### config.mk
export PLATFORM = sky130hd
export DESIGN_NAME = utf8_line_reader_flat
export DESIGN_NICKNAME = d
export VERILOG_FILES = /design/src/ulr_pkg.sv /design/src/ulr_ifs.sv /design/src/ulr_decode.sv /design/src/utf8_line_reader.sv /design/src/flat_wrapper.sv
export SDC_FILE = /design/constraint.sdc
export NUM_CORES = 1
export LEC_CHECK = 0
export ABC_AREA = 1
export BUFFER_PORTS_ARGS = -buffer_cell sky130_fd_sc_hd__buf_2
export CAP_MARGIN = 0
export CORE_AREA = 2 2 126 140
export DETAILED_ROUTE_END_ITERATION = 10
export DIE_AREA = 0 0 128 142
export GPL_TIMING_DRIVEN = 0
export HOLD_SLACK_MARGIN = 0.12
export PLACE_DENSITY_LB_ADDON = 0.3
export SYNTH_ARGS = -nofsm -noshare
export SYNTH_HDL_FRONTEND = slang
export SYNTH_SLANG_ARGS = --single-unit
### constraint.sdc
create_clock -name clk -period 3.86 [get_ports clk]
set_clock_uncertainty 0.15 [all_clocks]
set_input_delay 0.386 -clock clk [delete_from_list [all_inputs] [get_ports clk]]
set_output_delay 0.386 -clock clk [all_outputs]
set_load 0.1 [all_outputs]
### src/ulr_pkg.sv
package ulr_pkg;

  // byte codes with a meaning of their own
  localparam logic [7:0] Replacement = 8'h3F;
  localparam logic [7:0] Newline     = 8'h0A;

  // most words one input byte can cause
  localparam int MaxResults = 4;

  // leading-ones class of a byte, five stands for more than four
  localparam logic [2:0] OnesBad = 3'd5;

  // line and pending-character state
  typedef struct packed {
    logic [2:0][7:0] pend;
    logic [2:0]      exp_len;
    logic [1:0]      pend_cnt;
    logic [8:0]      line_bytes;
    logic [8:0]      line_chars;
    logic            skipping;
  } ulr_state_t;

  // up to four result words made from one input byte
  typedef struct packed {
    logic [2:0]      cnt;
    logic [3:0]      kind;
    logic [3:0][7:0] data;
    logic [8:0]      byte_count;
    logic [8:0]      char_count;
    logic            ended_by_eof;
  } ulr_bundle_t;

  function automatic logic [2:0] lead_ones(input logic [7:0] b);
    logic [2:0] n;
    if (!b[7]) begin
      n = 3'd0;
    end else if (!b[6]) begin
      n = 3'd1;
    end else if (!b[5]) begin
      n = 3'd2;
    end else if (!b[4]) begin
      n = 3'd3;
    end else if (!b[3]) begin
      n = 3'd4;
    end else begin
      n = OnesBad;
    end
    return n;
  endfunction

endpackage

### src/ulr_ifs.sv
// raw byte stream
interface ulr_in_if;
  logic       valid;
  logic       ready;
  logic [7:0] in_byte;
  logic       end_of_input;
  modport source (output valid, output in_byte, output end_of_input, input ready);
  modport sink   (input valid, input in_byte, input end_of_input, output ready);
endinterface

// result words: text bytes and line summaries
interface ulr_out_if;
  logic       valid;
  logic       ready;
  logic       kind;
  logic [7:0] out_byte;
  logic [8:0] byte_count;
  logic [8:0] char_count;
  logic       ended_by_eof;
  logic       last;
  modport source (output valid, output kind, output out_byte, output byte_count,
                  output char_count, output ended_by_eof, output last, input ready);
  modport sink   (input valid, input kind, input out_byte, input byte_count,
                  input char_count, input ended_by_eof, input last, output ready);
endinterface

// line capacity register write
interface ulr_cfg_if;
  logic       valid;
  logic       ready;
  logic [8:0] line_capacity;
  modport source (output valid, output line_capacity, input ready);
  modport sink   (input valid, input line_capacity, output ready);
endinterface

### src/ulr_decode.sv
module ulr_decode
  import ulr_pkg::*;
(
  input  logic [7:0]  in_byte,
  input  logic        end_of_input,
  input  logic [8:0]  cap,
  input  ulr_state_t  st,
  output ulr_state_t  st_nxt,
  output ulr_bundle_t bun
);

  always_comb begin
    logic [2:0] ones;
    logic [8:0] room;
    logic [2:0] n;
    logic       skip_now;
    logic       end_line;
    logic       repl;

    ones     = lead_ones(in_byte);
    room     = cap - st.line_bytes;
    n        = 3'd0;
    end_line = 1'b0;
    repl     = 1'b0;
    skip_now = 1'b0;
    st_nxt   = st;
    bun      = '0;

    if (end_of_input) begin
      // pending character is broken by end of stream
      repl     = (st.exp_len != 3'd0);
      end_line = 1'b1;
    end else begin
      // a full line starts skipping before anything else
      skip_now = st.skipping || (st.exp_len == 3'd0 && st.line_bytes >= cap);
      st_nxt.skipping = skip_now;
      if (skip_now) begin
        end_line = (in_byte == Newline);
      end else if (st.exp_len != 3'd0) begin
        if (ones == 3'd1) begin
          if ({1'b0, st.pend_cnt} + 3'd1 >= st.exp_len) begin
            // character complete: held bytes then this one
            for (int j = 0; j < 3; j++) begin
              if (j < int'(st.pend_cnt)) begin
                bun.data[j] = st.pend[j];
              end
            end
            bun.data[st.pend_cnt] = in_byte;
            n = {1'b0, st.pend_cnt} + 3'd1;
            st_nxt.line_bytes = st.line_bytes + {6'd0, n};
            st_nxt.line_chars = st.line_chars + 9'd1;
            st_nxt.exp_len    = 3'd0;
            st_nxt.pend_cnt   = 2'd0;
          end else if (st.pend_cnt != 2'd3) begin
            st_nxt.pend[st.pend_cnt] = in_byte;
            st_nxt.pend_cnt          = st.pend_cnt + 2'd1;
          end
        end else begin
          repl = 1'b1;
        end
      end else begin
        // lead byte
        if (ones == 3'd0) begin
          if (in_byte == Newline) begin
            end_line = 1'b1;
          end else begin
            bun.data[0]       = in_byte;
            n                 = 3'd1;
            st_nxt.line_bytes = st.line_bytes + 9'd1;
            st_nxt.line_chars = st.line_chars + 9'd1;
          end
        end else if (ones == 3'd1 || ones == OnesBad) begin
          repl = 1'b1;
        end else if ({6'd0, ones} > room) begin
          st_nxt.skipping = 1'b1;
        end else begin
          st_nxt.pend[0]  = in_byte;
          st_nxt.pend_cnt = 2'd1;
          st_nxt.exp_len  = ones;
        end
      end
    end

    // replacement byte, always the first word
    if (repl) begin
      bun.data[0]       = Replacement;
      n                 = 3'd1;
      st_nxt.line_bytes = st.line_bytes + 9'd1;
      st_nxt.line_chars = st.line_chars + 9'd1;
      st_nxt.exp_len    = 3'd0;
      st_nxt.pend_cnt   = 2'd0;
    end

    // line summary closes the line and clears the state
    if (end_line) begin
      bun.kind[n[1:0]]  = 1'b1;
      bun.byte_count    = st_nxt.line_bytes;
      bun.char_count    = st_nxt.line_chars;
      bun.ended_by_eof  = end_of_input;
      n                 = n + 3'd1;
      st_nxt.line_bytes = 9'd0;
      st_nxt.line_chars = 9'd0;
      st_nxt.skipping   = 1'b0;
      st_nxt.exp_len    = 3'd0;
      st_nxt.pend_cnt   = 2'd0;
    end

    bun.cnt = n;
  end

endmodule

### src/utf8_line_reader.sv
// UTF-8 line reader
//
// in_ch takes one word per cycle while ready: a byte, or an end-of-input mark.
// out_ch gives text bytes (kind 0) and one line summary (kind 1) at the end of
// every line with its byte and character counts; last marks the final word
// caused by one input word. Malformed data comes out as '?'.
// cfg_ch writes the line capacity; write it only while the block is idle.
//
// An input word sits in the input register, is decoded in one pass and
// loaded with its zero to four result words into the result register.
// The first result word is valid on out_ch as soon as the result register
// holds it. The rate is one input word per cycle while each word yields at
// most one result and the receiver is ready; a word that yields more than
// one result holds the result register until the output channel, which drains
// one word per cycle while the receiver is ready, has taken them all.
// A stalled receiver holds the result register; one more input word is
// still taken into the input register, then in_ch.ready drops.
// rst_n (synchronous) empties both registers, clears the line state and
// sets the capacity to 256.
module utf8_line_reader
  import ulr_pkg::*;
#(
  parameter int LINE_MAX = 256
) (
  input logic       clk,
  input logic       rst_n,
  ulr_in_if.sink    in_ch,
  ulr_out_if.source out_ch,
  ulr_cfg_if.sink   cfg_ch
);

  localparam int         CapMax = (LINE_MAX < 511) ? LINE_MAX : 511;
  localparam logic [8:0] CapLim = 9'(CapMax);

  logic [8:0]  cap_r;
  logic [8:0]  cap;
  logic        in_full_r;
  logic [7:0]  in_byte_r;
  logic        eof_r;
  ulr_state_t  st_r;
  ulr_state_t  st_nxt;
  ulr_bundle_t bun_nxt;
  ulr_bundle_t bun_r;
  logic [1:0]  idx_r;
  logic        in_fire;
  logic        out_fire;
  logic        out_last;
  logic        load;

  // capacity register
  assign cfg_ch.ready = 1'b1;
  always_ff @(posedge clk) begin
    if (!rst_n) begin
      cap_r <= 9'd256;
    end else if (cfg_ch.valid) begin
      cap_r <= cfg_ch.line_capacity;
    end
  end

  assign cap = (cap_r > CapLim) ? CapLim : cap_r;

  // handshakes
  assign out_last     = ({1'b0, idx_r} == bun_r.cnt - 3'd1);
  assign out_fire     = out_ch.valid && out_ch.ready;
  assign load         = in_full_r && (bun_r.cnt == 3'd0 || (out_fire && out_last));
  assign in_ch.ready  = !in_full_r || load;
  assign in_fire      = in_ch.valid && in_ch.ready;

  // input register
  always_ff @(posedge clk) begin
    if (!rst_n) begin
      in_full_r <= 1'b0;
    end else begin
      in_full_r <= in_fire || (in_full_r && !load);
    end
    if (in_fire) begin
      in_byte_r <= in_ch.in_byte;
      eof_r     <= in_ch.end_of_input;
    end
  end

  ulr_decode u_decode (
    .in_byte      (in_byte_r),
    .end_of_input (eof_r),
    .cap          (cap),
    .st           (st_r),
    .st_nxt       (st_nxt),
    .bun          (bun_nxt)
  );

  // line state, updated as a word moves into the result register
  always_ff @(posedge clk) begin
    if (!rst_n) begin
      st_r.exp_len    <= 3'd0;
      st_r.pend_cnt   <= 2'd0;
      st_r.line_bytes <= 9'd0;
      st_r.line_chars <= 9'd0;
      st_r.skipping   <= 1'b0;
    end else if (load) begin
      st_r <= st_nxt;
    end
  end

  // result register and word index
  always_ff @(posedge clk) begin
    if (!rst_n) begin
      bun_r.cnt <= 3'd0;
      idx_r     <= 2'd0;
    end else if (load) begin
      bun_r <= bun_nxt;
      idx_r <= 2'd0;
    end else if (out_fire) begin
      if (out_last) begin
        bun_r.cnt <= 3'd0;
        idx_r     <= 2'd0;
      end else begin
        idx_r <= idx_r + 2'd1;
      end
    end
  end

  // output word
  assign out_ch.valid        = (bun_r.cnt != 3'd0);
  assign out_ch.kind         = bun_r.kind[idx_r];
  assign out_ch.out_byte     = bun_r.kind[idx_r] ? 8'd0 : bun_r.data[idx_r];
  assign out_ch.byte_count   = bun_r.kind[idx_r] ? bun_r.byte_count : 9'd0;
  assign out_ch.char_count   = bun_r.kind[idx_r] ? bun_r.char_count : 9'd0;
  assign out_ch.ended_by_eof = bun_r.kind[idx_r] ? bun_r.ended_by_eof : 1'b0;
  assign out_ch.last         = out_last;

  // checks
  a_cnt_range: assert property (@(posedge clk) disable iff (!rst_n)
    bun_r.cnt <= 3'(MaxResults))
    else $error("result count out of range");

  a_summary_last: assert property (@(posedge clk) disable iff (!rst_n)
    (out_ch.valid && out_ch.kind) |-> out_ch.last)
    else $error("line summary not the final word");

  a_no_drop: assert property (@(posedge clk) disable iff (!rst_n)
    (out_fire && !out_last) |=> out_ch.valid)
    else $error("result words lost");

  a_in_hold: assert property (@(posedge clk) disable iff (!rst_n)
    (in_full_r && !load) |=> in_full_r)
    else $error("input word lost");

endmodule

### src/flat_wrapper.sv
// flat-port wrapper written by rule: the top's interface ports become plain ports
module utf8_line_reader_flat import ulr_pkg::*;
#(
  parameter int LINE_MAX = 256
)
  (clk, rst_n, in_ch_valid, in_ch_in_byte, in_ch_end_of_input, in_ch_ready, out_ch_valid, out_ch_kind, out_ch_out_byte, out_ch_byte_count, out_ch_char_count, out_ch_ended_by_eof, out_ch_last, out_ch_ready, cfg_ch_valid, cfg_ch_line_capacity, cfg_ch_ready);
  ulr_in_if in_ch_i ();
  ulr_out_if out_ch_i ();
  ulr_cfg_if cfg_ch_i ();
  input logic clk;
  input logic rst_n;
  input wire logic [$bits(in_ch_i.valid)-1:0] in_ch_valid;
  input wire logic [$bits(in_ch_i.in_byte)-1:0] in_ch_in_byte;
  input wire logic [$bits(in_ch_i.end_of_input)-1:0] in_ch_end_of_input;
  output wire logic [$bits(in_ch_i.ready)-1:0] in_ch_ready;
  output wire logic [$bits(out_ch_i.valid)-1:0] out_ch_valid;
  output wire logic [$bits(out_ch_i.kind)-1:0] out_ch_kind;
  output wire logic [$bits(out_ch_i.out_byte)-1:0] out_ch_out_byte;
  output wire logic [$bits(out_ch_i.byte_count)-1:0] out_ch_byte_count;
  output wire logic [$bits(out_ch_i.char_count)-1:0] out_ch_char_count;
  output wire logic [$bits(out_ch_i.ended_by_eof)-1:0] out_ch_ended_by_eof;
  output wire logic [$bits(out_ch_i.last)-1:0] out_ch_last;
  input wire logic [$bits(out_ch_i.ready)-1:0] out_ch_ready;
  input wire logic [$bits(cfg_ch_i.valid)-1:0] cfg_ch_valid;
  input wire logic [$bits(cfg_ch_i.line_capacity)-1:0] cfg_ch_line_capacity;
  output wire logic [$bits(cfg_ch_i.ready)-1:0] cfg_ch_ready;
  assign in_ch_i.valid = in_ch_valid;
  assign in_ch_i.in_byte = in_ch_in_byte;
  assign in_ch_i.end_of_input = in_ch_end_of_input;
  assign in_ch_ready = in_ch_i.ready;
  assign out_ch_valid = out_ch_i.valid;
  assign out_ch_kind = out_ch_i.kind;
  assign out_ch_out_byte = out_ch_i.out_byte;
  assign out_ch_byte_count = out_ch_i.byte_count;
  assign out_ch_char_count = out_ch_i.char_count;
  assign out_ch_ended_by_eof = out_ch_i.ended_by_eof;
  assign out_ch_last = out_ch_i.last;
  assign out_ch_i.ready = out_ch_ready;
  assign cfg_ch_i.valid = cfg_ch_valid;
  assign cfg_ch_i.line_capacity = cfg_ch_line_capacity;
  assign cfg_ch_ready = cfg_ch_i.ready;
  utf8_line_reader #(.LINE_MAX(LINE_MAX)) u_core (.clk(clk), .rst_n(rst_n), .in_ch(in_ch_i), .out_ch(out_ch_i), .cfg_ch(cfg_ch_i));
endmodule
### Yosys cells after proc, flatten, opt, wreduce, memory -nomap -nowiden

Cells that the tools add are included.

* add/subtract/negate cells: 9
* order comparisons: 12
* equal/unequal tests: 20
* multiplexer cells: 90
* bitwise operators: 6
* reduce and logical (&&, ||, !) cells: 32

Operator list (count)
* 8-bit 2-to-1 mux: 26
* 24-bit 2-to-1 mux: 3
* 32-bit 2-to-1 mux: 2
* 31-bit 2-to-1 mux: 2
* 18-bit 2-to-1 mux: 3
* 3-bit 2-to-1 mux: 15
* 13-bit 2-to-1 mux: 3
* 32-bit bitwise mux: 1
* 9-bit 2-to-1 mux: 3
* 24-bit bitwise mux: 1
* 8-bit AND reduction: 3
* 23-bit 2-to-1 mux: 1
* 1-bit 2-to-1 mux: 21
* 9-bit by 1-bit adder with 9-bit output, second input constant: 2
* 8-bit binary-select mux with 2-bit select: 1
* 8-bit demux with 2-bit select: 1
* 6-bit 2-to-1 mux: 2
* 2-bit != test, second input constant: 6
* 4-bit by 2-bit != test with 1-bit output, second input constant: 3
* 10-bit AND reduction: 1
* 9-bit by 3-bit adder with 9-bit output: 1
* 9-bit >= comparator: 1
* 3-bit by 9-bit greater-than comparator with 1-bit output: 1
* 9-bit greater-than comparator, second input constant: 1
* other kinds (33): 65

* register bits after elaboration: 127
* bits of input ports: 23
* logic and storage cells: 192

### Depth between registers and ports, before layout

Gate-level depths: netlist (run 1).

* depth in word-level cells: 17
* mapped depth: 24
* mapped depth without buffers: 23

### Hierarchy

A second synthesis (run 1) with hierarchy kept.

* cell total of the unflattened synthesis: 1135
* area total of the unflattened synthesis: 8481.9 µm²

By module, submodules not included
* utf8_line_reader: times used 1, cells each 416, area each 4919.7 µm²
* ulr_decode: times used 1, cells each 719, area each 3562.2 µm²

### Least setup slack after synthesis (run 1)

OpenSTA, ideal clock, no wires.

* kind: register to output
* start: register u_core.idx_r[0]
* end: output out_ch_byte_count[8]
* data arrival time: 4.609 ns
* data required time: 3.324 ns
* path slack: -1.285 ns
* stages on the path, launching flop included: 7
* path through: dfxtp_1 clkbuf_1 nand2_1 a32oi_1 clkinv_1 clkbuf_1 nor2_1

* word-level cells in the longest chain between the ends: 3

Ends and longest elaborated chain
* from (decl): RTL line utf8_line_reader.sv:44 `logic [1:0] idx_r;`
* from (signal assigned): RTL line utf8_line_reader.sv:117 `idx_r <= idx_r + 2'd1;`
* 1-bit binary-select mux with 2-bit select
* 1-bit 2-to-1 mux
* named net out_ch_kind: RTL line flat_wrapper.sv:17 `output wire logic [$bits(out_ch_i.kind)-1:0] out_ch_kind;`
* 9-bit 2-to-1 mux: RTL line utf8_line_reader.sv:126 `assign out_ch.byte_count = bun_r.kind[idx_r] ? bun_r.byte_count : 9'd0;`
* to (decl): RTL line flat_wrapper.sv:19 `output wire logic [$bits(out_ch_i.byte_count)-1:0] out_ch_byte_count;`

The timed path passes the listed nets, and every way through them passes these cells. The select of a mux whose other input is x is not followed.

### Worst setup path in the final report (run 1)

* start: register u_core.cap_r[4]
* end: register u_core.st_r[45] in the netlist's numbering, enable pin

* word-level cells in the longest chain between the ends: 7

Ends and longest elaborated chain
* from (decl): RTL line utf8_line_reader.sv:35 `logic [8:0] cap_r;`
* from (signal assigned): RTL line utf8_line_reader.sv:56 `cap_r <= cfg_ch.line_capacity;`
* 9-bit greater-than comparator: RTL line utf8_line_reader.sv:60 `assign cap = (cap_r > CapLim) ? CapLim : cap_r;`
* 9-bit 2-to-1 mux *: RTL line utf8_line_reader.sv:60
* 9-bit >= comparator *: RTL line ulr_decode.sv:35 `skip_now = st.skipping || (st.exp_len == 3'd0 && st.line_bytes >= cap);`
* 1-bit logical AND *: RTL line ulr_decode.sv:35
* 1-bit logical OR *: RTL line ulr_decode.sv:35
* 1-bit NOT (no line) *
* 8-bit AND reduction (no line) *
* to (signal assigned): RTL line utf8_line_reader.sv:100 `st_r <= st_nxt;`
* to (decl): RTL line utf8_line_reader.sv:40 `ulr_state_t st_r;`

Every way passes the cells marked *; elsewhere a longest branch is shown, timed or not.
A chain may end at the register's enable or synchronous reset.

==> results of run 1 <==
==> Yosys cell counts (all sizes together) (3+ instances only) <==
cell      n  area share (%)
o21ai    63             4.6
o21a      3            0.31
ha       31             5.3
nor4      6            0.51
inv     144             7.3
nor2    150             8.0
xnor2     5            0.59
nand3    56             4.2
o211ai    6            0.61
a22oi    16             1.6
nand2   182             9.8
edfxtp   88              36
o221ai    5            0.59
a21oi    30             2.2
nor3      7            0.61
buf      13             1.2
nand4     9            0.76
clkbuf   14            0.73
clkinv    3            0.15
xor2     12             1.4
dfxtp    39              11
o22ai    20             1.7
==> what timing repair did <==
| action | 4_1_cts | 5_1_grt |
|---|---|---|
| hold buffers | 22 | 0 |
| hold endpoints to repair | 16 | 0 |
| buffers inserted | 0 | 0 |
==> power groups by stage <==
stage	registers [mW]	logic, mW	clock network (mW)
6_report	1.59	1.20	1.61
3_3_place_gp	1.62	1.16	0
2_1_floorplan	1.60	0.938	0
3_5_place_dp	1.62	1.18	0
5_1_grt	1.60	1.34	1.69
4_1_cts	1.59	1.20	1.64
==> worst max path at each step <==
stage                           from                    to  slack (ns)
floorplan            u_core.idx_r[1]  out_ch_byte_count[8]       -0.45
global placement    u_core.bun_r[55]       u_core.st_r[38]       -0.26
CTS                 u_core.bun_r[55]       u_core.st_r[39]        0.41
global route         u_core.cap_r[4]       u_core.st_r[39]        0.12
detailed placement  u_core.bun_r[55]       u_core.st_r[34]        0.43
finish               u_core.cap_r[4]       u_core.st_r[45]        0.47
==> metrics by stage <==
step	cell area, sq um	utilization (%)	setup WS (ns)	setup TNS, ns
floorplan	7410	-	-0.452	-14.23
global placement	7940	47.3	-0.255	-4.04
detailed placement	7960	47.4	0.427	0
CTS	8770	52.3	0.412	0
global route	8770	52.3	0.125	0
finish	8770	52.3	0.470	0
==> worst max-delay path, stage by stage, from the launching register on <==
cell                      delay [ns]
sky130_fd_sc_hd__dfxtp_1        0.31
sky130_fd_sc_hd__nor4_1         0.30
sky130_fd_sc_hd__nand3_1        0.10
sky130_fd_sc_hd__nand2_1        0.09
sky130_fd_sc_hd__inv_1          0.10
sky130_fd_sc_hd__nor2_1         0.17
sky130_fd_sc_hd__ha_1           0.31
sky130_fd_sc_hd__nand2_1        0.11
sky130_fd_sc_hd__nor2_1         0.06
sky130_fd_sc_hd__a21oi_1        0.18
sky130_fd_sc_hd__nand2_2        0.13
sky130_fd_sc_hd__a21oi_4        0.27
sky130_fd_sc_hd__buf_4          0.24
sky130_fd_sc_hd__nand4_1        0.25
sky130_fd_sc_hd__nor2_4         0.29
==> final cells by class <==
| type | instances | area, sq um |
|---|---|---|
| fillers | 1580 | 8000 |
| clock buffers | 19 | 433 |
| well taps | 208 | 260 |
| multi-input cells | 612 | 3290 |
| inverters | 147 | 552 |
| repair buffers | 76 | 505 |
| clock inverters | 13 | 163 |
| plain buffers | 27 | 145 |
| flip-flops and latches | 127 | 3420 |
==> per-layer routing <==
| layer | GRT usage [%] | vias up |
|---|---|---|
| li1 | - | 3204 |
| met1 | 26.7 | 2870 |
| met2 | 33.0 | 185 |
| met3 | 3.76 | 32 |
| met4 | 7.29 | 0 |
| met5 | 0 | - |
==> kinds of logic after synthesis <==
logic type | count (synthesis) | share of synthesized area [%]
buf+inv | 174 | 9.44
compound gates | 146 | 12.0
xor+xnor | 17 | 2.02
fa+ha+maj | 33 | 5.80
other cells | 2 | 0.102
flops | 127 | 46.4
simple gates | 414 | 24.3
==> sequential cells by signal (all words and copies together), names as in the netlist <==
signal,flops
u_core.eof_r,1
u_core.idx_r,2
u_core.bun_r,58
u_core.in_byte_r,8
u_core.st_r,48
u_core.in_full_r,1
u_core.cap_r,9
==> qor_table.md, run 1 <==
| Step | Metric | Reported |
| --- | --- | --- |
| run status | Outcome | finished, final reports clean |
| yosys | Synthesized area per cell | 8.08 sq um |
| final layout | Leading cell types in the layout, fill and taps excluded | 169 x sky130_fd_sc_hd__nand2_1, 142 x sky130_fd_sc_hd__nor2_1, 134 x sky130_fd_sc_hd__inv_1 |
| yosys | Number of flip-flops and latches in the synthesized netlist | 127 |
| critical path | Kind of start point of the critical path | register |
| power | Switching portion of total power | 34.0% |
| drt | Met2 Routed Length | 8.27 mm |
| drt | First drt pass iteration count | 5 |
| power | Design internal power | 2.90 mW |
| clock network | Post-cts gate resize count | 0 |
| timing | Endpoints failing hold | 0 |
| worst hold path | Type of the tightest min-delay check | input port to register |
| critical path | Depth of the most critical reg-to-reg path | 14 |
| critical path | Crit Reg-Reg Endpoint | u_core.st_r[45] |
| power | Maximum vdd drop | 291 uV |
| global routing | Overflow left after global routing | 0 |
| power | Portion of total power attributed to the clock network | 36.5% |
| critical path | Reg-to-Reg Start | u_core.cap_r[4] |
| final layout | Fraction of final layout cells sized beyond drive strength 1 | 13.8% |
| yosys | Share of synthesized flip-flops with an asynchronous set or reset | 0% |
| place | Cell count after placement | 1175 |
| critical path | Type of destination of the critical path | register |
| floorplanning | IO Pins | 55 |
| floorplanning | Core outline area | 0.0168 sq mm |
| floorplanning | Horizontal die dimension | 128 um |
| clock network | Clock sinks | 127 |
| worst hold path | Startpoint of the lowest-slack hold path | cfg_ch_line_capacity[6] |
| drt | Highest metal layer with signal wires | met4 |
| drt | Via Count | 6291 |
| floorplanning | Number of standard-cell rows in the floorplan | 50 |
| power | Power after layout | 4.40 mW |
| timing | Achievable clock frequency | 295 MHz |
| global routing | Global-route wire length before repair | 28.6 mm |
| drt | Residual antenna-violating net count after detailed routing | 0 |
| power | Gate power share | 27.3% |
| yosys | Syn Inst Count | 913 |
| critical path | WP data required | 3.82 ns |
| drt | Count of unresolved DRC violations after routing | 0 |
| drt | Vias per Instance | 5.12 |
| critical path | Critical Path Fanout Max | 10 |
| timing | Rel. slew slack | 50.8% |
| global routing | Total global-route track usage | 20.1% |
| yosys | Synth warnings | 0 |
| drt | Routed met3 length | 871 um |
| drt | Met1 wire length | 8.02 mm |
| drt | Routed wire length | 17.5 mm |
| clock network | Clock network latency to the later pin of the worst-skew pair | 0.43 ns |
| floorplanning | Effective utilization at floorplan | 44.0% |
| clock network | CTS tree | yes |
| global routing | Number of antenna violations at the first check in global routing | 0 |
| clock network | Clock transition time at the flip-flop clock pins of the worst setup and hold paths | 0.06 ns |
| critical path | WP data arrival | 3.35 ns |
| final layout | Diodes inserted | 0 |
| yosys | Net Count, Synth | 969 |
| drt | Detailed router's first-iteration violation count | 575 |
| timing | Final period utilization | 87.8% |
| place | HPWL Detailed | 12.9 mm |
| final layout | Final cell count without fillers | 1229 |
| clock network | H-Tree Level Count | 4 |
| yosys | Cell area after synthesis | 0.00738 sq mm |
| yosys | Sequential-to-total area share from yosys stat | 46.4% |
| final layout | Area growth from synthesis to final layout | 18.8% |
| clock network | Num CTS Buffers | 17 |
| flow run | Max-cap violations | 0 |
| global routing | Via count of the first global-routing pass | 5903 |
| worst hold path | Endpoint with the worst hold slack | u_core.cap_r[6] |
| yosys | Number of flops mapped to enable cells by yosys | 88 |
| worst hold path | Number of cells on the worst hold path | 3 |
| timing | Unrepaired setup endpoints after global routing | false |
| critical path | Reg-to-reg setup timing slack | 0.47 ns |
| place | # port buffers | 53 |
| clock network | Buffers from clock root to sink, at most | 2 |
| timing | Number of setup violations in the final report | 0 |
| floorplanning | Height of the die | 142 um |
| power | Relative contribution of sequential cells to total power | 36.1% |
| power | Net switching power figure | 1.50 mW |
| power | Static Leak | 3.80 nW |
| timing | Final count of pins violating max slew | 0 |
| timing | Tightest Pin Transition | 0.736 ns |
| clock network | Clock root buffer | sky130_fd_sc_hd__clkbuf_16 |
| timing | Crit path time final | 3.39 ns |
| timing | Worst Hold Margin | 0.120 ns |
| yosys | Primary FF master, synth | sky130_fd_sc_hd__edfxtp_1 |
| drt | Post-detailed-route wirelength per cell | 14.2 um |
| power | Ratio of total power to cell area | 502 mW/mm^2 |
| critical path | Worst Path Class, Setup | register to register |
| final layout | Net count of the finished layout | 1064 |
| global routing | Largest net degree at the start of global routing | 38 |
| place | Last weighted congestion value of the routability-driven placer | 0.969 |
| final layout | Most frequent standard cell in the layout excluding fill and tap cells | sky130_fd_sc_hd__nand2_1 |
| yosys | Distinct cell type count of the synthesized netlist | 45 |
| floorplanning | Die Outline Area | 0.0182 sq mm |
(Power assumes the default switching activity.)
==> run 2, diff against run 1 <==
- BUFFER_PORTS_ARGS: -buffer_cell sky130_fd_sc_hd__buf_2 -> unset
- DONT_BUFFER_PORTS: unset -> 1
- MAX_ROUTING_LAYER: unset -> met4
==> run 2 against run 1 <==
Wire length increased by 2.0%. Maximum frequency decreased by 7.8%. Critical path depth decreased by 7. Sequential power about the same. Highest routed layer unchanged. Cell count decreased by 3.7%. Setup slack got worse by 0.29 ns. Hold slack improved by 0.024 ns. Largest power group is now registers. Total power decreased by 1.1%.
==> qor_table.md, run 2 (same netlist as run 1, synthesis figures left out) <==
| Step | Metric | Reported | Delta |
| --- | --- | --- | --- |
| worst hold path | Type of the tightest min-delay check | input port to register |  |
| power | Power after layout | 4.35 mW | -1.1% |
| floorplanning | Effective utilization at floorplan | 44.0% | unchanged |
| timing | Unrepaired setup endpoints after global routing | false |  |
| global routing | Overflow left after global routing | 0 | unchanged |
| global routing | Global-route wire length before repair | 29.2 mm | +2.1% |
| timing | Endpoints failing hold | 0 | unchanged |
| drt | Via Count | 6180 | -1.8% |
| critical path | Critical Path Fanout Max | 10 | unchanged |
| run status | Outcome | finished, final reports clean |  |
| global routing | Total global-route track usage | 21.3% | +1.2 points |
| final layout | Fraction of final layout cells sized beyond drive strength 1 | 12.1% | -1.7 points |
| drt | Count of unresolved DRC violations after routing | 0 | unchanged |
| critical path | WP data required | 3.32 ns | -0.50 ns |
| final layout | Diodes inserted | 0 | unchanged |
| clock network | Clock network latency to the later pin of the worst-skew pair | 0.43 ns | about the same |
| clock network | Clock transition time at the flip-flop clock pins of the worst setup and hold paths | 0.06 ns | about the same |
| critical path | Kind of start point of the critical path | register |  |
| drt | Residual antenna-violating net count after detailed routing | 0 | unchanged |
| final layout | Leading cell types in the layout, fill and taps excluded | 169 x sky130_fd_sc_hd__nand2_1, 134 x sky130_fd_sc_hd__inv_1, 123 x sky130_fd_sc_hd__nor2_1 |  |
| final layout | Largest registers | u_core.bun_r (58), u_core.st_r (48), u_core.cap_r (9) |  |
| timing | Tightest Pin Transition | 1.06 ns | +0.326 ns |
| clock network | Clock root buffer | sky130_fd_sc_hd__clkbuf_16 |  |
| critical path | Worst Path Class, Setup | register to primary output |  |
| timing | Achievable clock frequency | 272 MHz | -7.8% |
| power | Maximum vdd drop | 306 uV | +4.9% |
| final layout | Area growth from synthesis to final layout | 18.0% |  |
| floorplanning | Core outline area | 0.0168 sq mm | unchanged |
| final layout | Number of flip-flops in the largest register | 58 | unchanged |
| power | Static Leak | 3.62 nW | -4.9% |
| floorplanning | IO Pins | 55 | unchanged |
| place | HPWL Detailed | 13.1 mm | +1.9% |
| flow run | Max-cap violations | 0 | unchanged |
| final layout | Most frequent standard cell in the layout excluding fill and tap cells | sky130_fd_sc_hd__nand2_1 |  |
| drt | Post-detailed-route wirelength per cell | 15.1 um | +6.0% |
| place | # port buffers | 0 | -100% |
| clock network | Clock sinks | 127 | unchanged |
| drt | First drt pass iteration count | 5 | unchanged |
| global routing | Largest net degree at the start of global routing | 38 | unchanged |
| critical path | WP data arrival | 3.14 ns | -0.21 ns |
| drt | Detailed router's first-iteration violation count | 432 | -25% |
| power | Ratio of total power to cell area | 500 mW/mm^2 | -0.43% |
| final layout | Largest register by flop count | u_core.bun_r |  |
| clock network | Num CTS Buffers | 17 | unchanged |
| timing | Worst Hold Margin | 0.144 ns | +0.0237 ns |
| floorplanning | Die Outline Area | 0.0182 sq mm | unchanged |
| place | Last weighted congestion value of the routability-driven placer | 0.961 | -0.80% |
| drt | Routed wire length | 17.9 mm | +2.0% |
| floorplanning | Number of standard-cell rows in the floorplan | 50 | unchanged |
| floorplanning | Horizontal die dimension | 128 um | unchanged |
| floorplanning | Height of the die | 142 um | unchanged |
| global routing | Number of antenna violations at the first check in global routing | 0 | unchanged |
| timing | Final count of pins violating max slew | 0 | unchanged |
| timing | Number of setup violations in the final report | 0 | unchanged |
| drt | Vias per Instance | 5.22 | +2.1% |
| clock network | CTS tree | yes |  |
| critical path | Type of destination of the critical path | primary output |  |
| final layout | Net count of the finished layout | 1018 | -4.3% |
| clock network | Buffers from clock root to sink, at most | 2 | unchanged |
| timing | Rel. slew slack | 29.0% | -22 points |
| timing | Crit path time final | 3.68 ns | +0.288 ns |
| timing | Final period utilization | 95.3% | +7.4 points |
| clock network | H-Tree Level Count | 4 | unchanged |
| global routing | Via count of the first global-routing pass | 5872 | -0.53% |
## run 2: where the power goes
group	internal, mW	switching [mW]	total (mW)
Sequential	1.55	0.0443	1.59
Combinational	0.331	0.873	1.20
Clock	0.947	0.609	1.56
## run 2: repair_timing
| item | CTS | global route |
|---|---|---|
| endpoints found under the setup margin | 60 | 44 |
| pin swaps | 6 | 9 |
| hold buffers | 23 | 0 |
| cloned | 1 | 0 |
| hold endpoints to repair | 21 | 0 |
| resized for setup | 28 | 2 |
| buffers inserted | 1 | 4 |
## run 2: layer usage
| metal | share of wire, % | vias to the layer above | global-route usage (%) |
|---|---|---|---|
| li1 | - | 3114 | - |
| met1 | 45 | 2839 | 26.9 |
| met2 | 48 | 187 | 34.0 |
| met3 | 5.2 | 40 | 4.29 |
| met4 | 2.3 | 0 | 7.87 |
| met5 | 0 | - | - |
## run 2: cell type report
| class | count | area [sq um] |
|---|---|---|
| plain buffers | 27 | 154 |
| clock buffers | 18 | 429 |
| clock inverters | 14 | 143 |
| fillers | 1580 | 8060 |
| inverters | 147 | 557 |
| multi-input cells | 613 | 3450 |
| flip-flops and latches | 127 | 3420 |
| well taps | 208 | 260 |
| repair buffers | 29 | 288 |
## run 2: final timing paths
| check | depth (start not counted) | start | slack [ns] | endpoint |
|---|---|---|---|---|
| worst max-delay path | 7 | u_core.idx_r[1] | 0.18 | out_ch_char_count[5] |
| worst min register to register | 2 | u_core.bun_r[56] | 0.33 | u_core.bun_r[56] |
| worst min-delay path | 3 | cfg_ch_valid | 0.14 | u_core.cap_r[4] |
| worst max register to register | 9 | u_core.bun_r[55] | 0.24 | u_core.in_byte_r[0] |
## run 2: through the flow
step / setup TNS [ns] / area, sq um / setup WS [ns] / cells / util [%]
2_1_floorplan: -14.23 / 7410 / -0.452 / 913 / -
3_3_place_gp: -67.06 / 7670 / -1.11 / 1121 / 45.7
3_5_place_dp: -24.50 / 7740 / -0.746 / 1122 / 46.1
4_1_cts: 0 / 8680 / 0.0226 / 1179 / 51.8
5_1_grt: 0 / 8710 / 0.0124 / 1183 / 51.9
6_report: 0 / 8710 / 0.182 / 1183 / 51.9
## run 2: worst max-delay path: stages (launching register included)
cell                       delay, ns
sky130_fd_sc_hd__dfxtp_1        0.34
sky130_fd_sc_hd__clkbuf_2       0.23
sky130_fd_sc_hd__inv_1          0.08
sky130_fd_sc_hd__clkbuf_1       0.25
sky130_fd_sc_hd__a32oi_4        0.86
sky130_fd_sc_hd__clkinv_4       0.15
sky130_fd_sc_hd__buf_4          0.27
sky130_fd_sc_hd__nor2_4         0.52
==> run 3, diff against run 2 <==
- GPL_TIMING_DRIVEN: 0 -> unset
==> run 3 against run 2 <==
Hold slack gained 0.039 ns. Critical endpoint is now u_core.bun_r[56]. First-iteration DRC count grew 25%. Critical path depth increased by 14. Wire length shrank 3.9%. Setup slack improved by 0.24 ns. Cell count up 0.42%. Utilization up 0.37 points. Design area rose by 0.72%. Die area is the same.
==> qor_table.md, run 3 (same netlist as run 1, synthesis figures left out) <==
| Step | Metric | Reported | Delta |
| --- | --- | --- | --- |
| clock network | Num CTS Buffers | 17 | unchanged |
| critical path | Depth of the most critical reg-to-reg path | 21 | +12 |
| power | Portion of total power attributed to the clock network | 35.5% | -0.3 points |
| drt | First drt pass iteration count | 5 | unchanged |
| floorplanning | Height of the die | 142 um | unchanged |
| clock network | Clock transition time at the flip-flop clock pins of the worst setup and hold paths | 0.06 ns | about the same |
| worst hold path | Endpoint with the worst hold slack | u_core.cap_r[5] |  |
| drt | Via Count | 6114 | -1.1% |
| drt | Detailed router's first-iteration violation count | 541 | +25% |
| timing | Endpoints failing hold | 0 | unchanged |
| clock network | Clock root buffer | sky130_fd_sc_hd__clkbuf_16 |  |
| floorplanning | IO Pins | 55 | unchanged |
| critical path | WP data required | 4.01 ns | +0.69 ns |
| place | # port buffers | 0 | unchanged |
| critical path | Worst Path Class, Setup | register to register |  |
| final layout | Area growth from synthesis to final layout | 18.8% |  |
| clock network | CTS tree | yes |  |
| final layout | Largest registers | u_core.bun_r (58), u_core.st_r (48), u_core.cap_r (9) |  |
| final layout | Net count of the finished layout | 1024 | +0.59% |
| global routing | Number of antenna violations at the first check in global routing | 0 | unchanged |
| drt | Post-detailed-route wirelength per cell | 14.4 um | -4.3% |
| drt | Count of unresolved DRC violations after routing | 0 | unchanged |
| clock network | Buffers from clock root to sink, at most | 2 | unchanged |
| timing | Rel. slew slack | 59.2% | +30 points |
| power | Switching portion of total power | 34.4% | -0.73 points |
| final layout | Fraction of final layout cells sized beyond drive strength 1 | 13.9% | +1.8 points |
| place | Cell count after placement | 1135 | +1.2% |
| power | Ratio of total power to cell area | 496 mW/mm^2 | -0.73% |
| floorplanning | Core outline area | 0.0168 sq mm | unchanged |
| global routing | Via count of the first global-routing pass | 5713 | -2.7% |
| power | Design internal power | 2.86 mW | +1.1% |
| timing | Unrepaired setup endpoints after global routing | false |  |
| clock network | Setup Buffers After CTS | 0 | -1 |
| drt | Vias per Instance | 5.15 | -1.5% |
| critical path | Kind of start point of the critical path | register |  |
| power | Gate power share | 28.0% | +0.3 points |
| power | Maximum vdd drop | 299 uV | -2.3% |
| clock network | Clock sinks | 127 | unchanged |
| global routing | Total global-route track usage | 20.4% | -0.90 points |
| worst hold path | Number of cells on the worst hold path | 2 | -1 |
| power | Net switching power figure | 1.49 mW | -2.1% |
| final layout | Largest register by flop count | u_core.bun_r |  |
| timing | Achievable clock frequency | 291 MHz | +6.9% |
| global routing | Largest net degree at the start of global routing | 32 | -16% |
| final layout | Leading cell types in the layout, fill and taps excluded | 169 x sky130_fd_sc_hd__nand2_1, 134 x sky130_fd_sc_hd__inv_1, 123 x sky130_fd_sc_hd__nor2_1 |  |
| critical path | Reg-to-Reg Start | u_core.cap_r[4] |  |
| final layout | Number of flip-flops in the largest register | 58 | unchanged |
| timing | Worst Hold Margin | 0.183 ns | +0.0387 ns |
| critical path | WP data arrival | 3.59 ns | +0.45 ns |
| drt | Residual antenna-violating net count after detailed routing | 0 | unchanged |
| final layout | Diodes inserted | 0 | unchanged |
| floorplanning | Die Outline Area | 0.0182 sq mm | unchanged |
| timing | Number of setup violations in the final report | 0 | unchanged |
| floorplanning | Effective utilization at floorplan | 44.0% | unchanged |
| floorplanning | Number of standard-cell rows in the floorplan | 50 | unchanged |
| worst hold path | Startpoint of the lowest-slack hold path | cfg_ch_valid |  |
| timing | Final period utilization | 89.1% | -6.2 points |
| global routing | Overflow left after global routing | 0 | unchanged |
| timing | Tightest Pin Transition | 0.610 ns | -0.452 ns |
| power | Relative contribution of sequential cells to total power | 36.6% | about the same |
| power | Static Leak | 3.71 nW | +2.7% |
| global routing | Global-route wire length before repair | 28.2 mm | -3.2% |
| critical path | Crit Reg-Reg Endpoint | u_core.bun_r[56] |  |
| clock network | Clock network latency to the later pin of the worst-skew pair | 0.42 ns | about the same |
| critical path | Launching instance or port of the critical path | u_core.cap_r[4] |  |
| flow run | Max-cap violations | 0 | unchanged |
| timing | Crit path time final | 3.44 ns | -0.239 ns |
| critical path | Type of destination of the critical path | register |  |
| worst hold path | Type of the tightest min-delay check | input port to register |  |
| critical path | Critical Path Fanout Max | 12 | +2 |
| place | Last weighted congestion value of the routability-driven placer | 0.931 | -3.2% |
| drt | Routed wire length | 17.2 mm | -3.9% |
| place | HPWL Detailed | 12.5 mm | -5.0% |
| clock network | Post-cts gate resize count | 0 | -100% |
| clock network | H-Tree Level Count | 4 | unchanged |
| floorplanning | Horizontal die dimension | 128 um | unchanged |
| final layout | Most frequent standard cell in the layout excluding fill and tap cells | sky130_fd_sc_hd__nand2_1 |  |
| final layout | Final cell count without fillers | 1188 | +0.42% |
| run status | Outcome | finished, final reports clean |  |
| timing | Final count of pins violating max slew | 0 | unchanged |
| critical path | Reg-to-reg setup timing slack | 0.42 ns | +0.18 ns |
[run 3: stage by stage]
step / cell area, sq um / setup WS (ns) / util, % / setup TNS, ns / power, mW
after floorplan: 7410 / -0.452 / - / -14.23 / 2.54
after global placement: 7980 / 0.554 / 47.6 / 0 / 2.80
after detailed placement: 7980 / 0.446 / 47.6 / 0 / 2.81
after CTS: 8770 / 0.429 / 52.3 / 0 / 4.37
after global routing: 8770 / 0.0459 / 52.3 / 0 / 4.57
final: 8770 / 0.421 / 52.3 / 0 / 4.35
[run 3: repair_timing]
action	CTS	global route
endpoints found under the setup margin	0	0
hold endpoints to repair	28	0
hold buffers	22	0
[run 3: layer usage]
| metal | GRT usage, % | part of all wire [%] | wire, um |
|---|---|---|---|
| met2 | 32.3 | 47 | 8100 |
| met5 | - | 0 | 0 |
| met3 | 4.14 | 4.7 | 800 |
| met4 | 5.90 | 1.4 | 235 |
| met1 | 26.7 | 47 | 8020 |
[run 3: worst max-delay path, stage by stage (launching register included)]
cell                       delay, ns
sky130_fd_sc_hd__dfxtp_1        0.31
sky130_fd_sc_hd__nor4_1         0.27
sky130_fd_sc_hd__nand3_1        0.10
sky130_fd_sc_hd__nand2_1        0.09
sky130_fd_sc_hd__inv_1          0.10
sky130_fd_sc_hd__nor2_1         0.12
sky130_fd_sc_hd__ha_1           0.31
sky130_fd_sc_hd__nand2_2        0.12
sky130_fd_sc_hd__inv_1          0.04
sky130_fd_sc_hd__nand2_1        0.09
sky130_fd_sc_hd__nand2_1        0.06
sky130_fd_sc_hd__nand2_1        0.07
sky130_fd_sc_hd__nand3_2        0.06
sky130_fd_sc_hd__nand2_2        0.12
sky130_fd_sc_hd__nand2_4        0.09
sky130_fd_sc_hd__nand3_2        0.10
sky130_fd_sc_hd__nand2_2        0.18
sky130_fd_sc_hd__inv_2          0.26
sky130_fd_sc_hd__o21ai_2        0.12
sky130_fd_sc_hd__ha_1           0.29
sky130_fd_sc_hd__o211ai_1       0.19
sky130_fd_sc_hd__a21oi_1        0.08
[run 3: power by group through the flow]
stage          Combinational, mW  Sequential [mW]  Clock (mW)
6_report                    1.22             1.59        1.54
5_1_grt                     1.35             1.60        1.62
4_1_cts                     1.22             1.59        1.57
3_5_place_dp                1.19             1.62           0
3_3_place_gp                1.18             1.62           0
2_1_floorplan              0.938             1.60           0
[run 3: worst max-delay path by stage]
stage	endpoint	slack [ns]	cells after the start
finish	u_core.bun_r[56]	0.42	21
global route	u_core.bun_r[56]	0.05	21
CTS	u_core.bun_r[56]	0.43	21
detailed placement	u_core.bun_r[56]	0.45	21
global placement	u_core.bun_r[56]	0.55	21
floorplan	out_ch_byte_count[8]	-0.45	7
[run 3: cell type report]
class / instances / area (sq um)
fill: 1587 / 8000
sequential: 127 / 3420
multi-input combinational: 612 / 3340
timing repair buffer: 63 / 628
inverter: 147 / 552
clock buffer: 18 / 429
tap: 208 / 260
clock inverter: 13 / 141
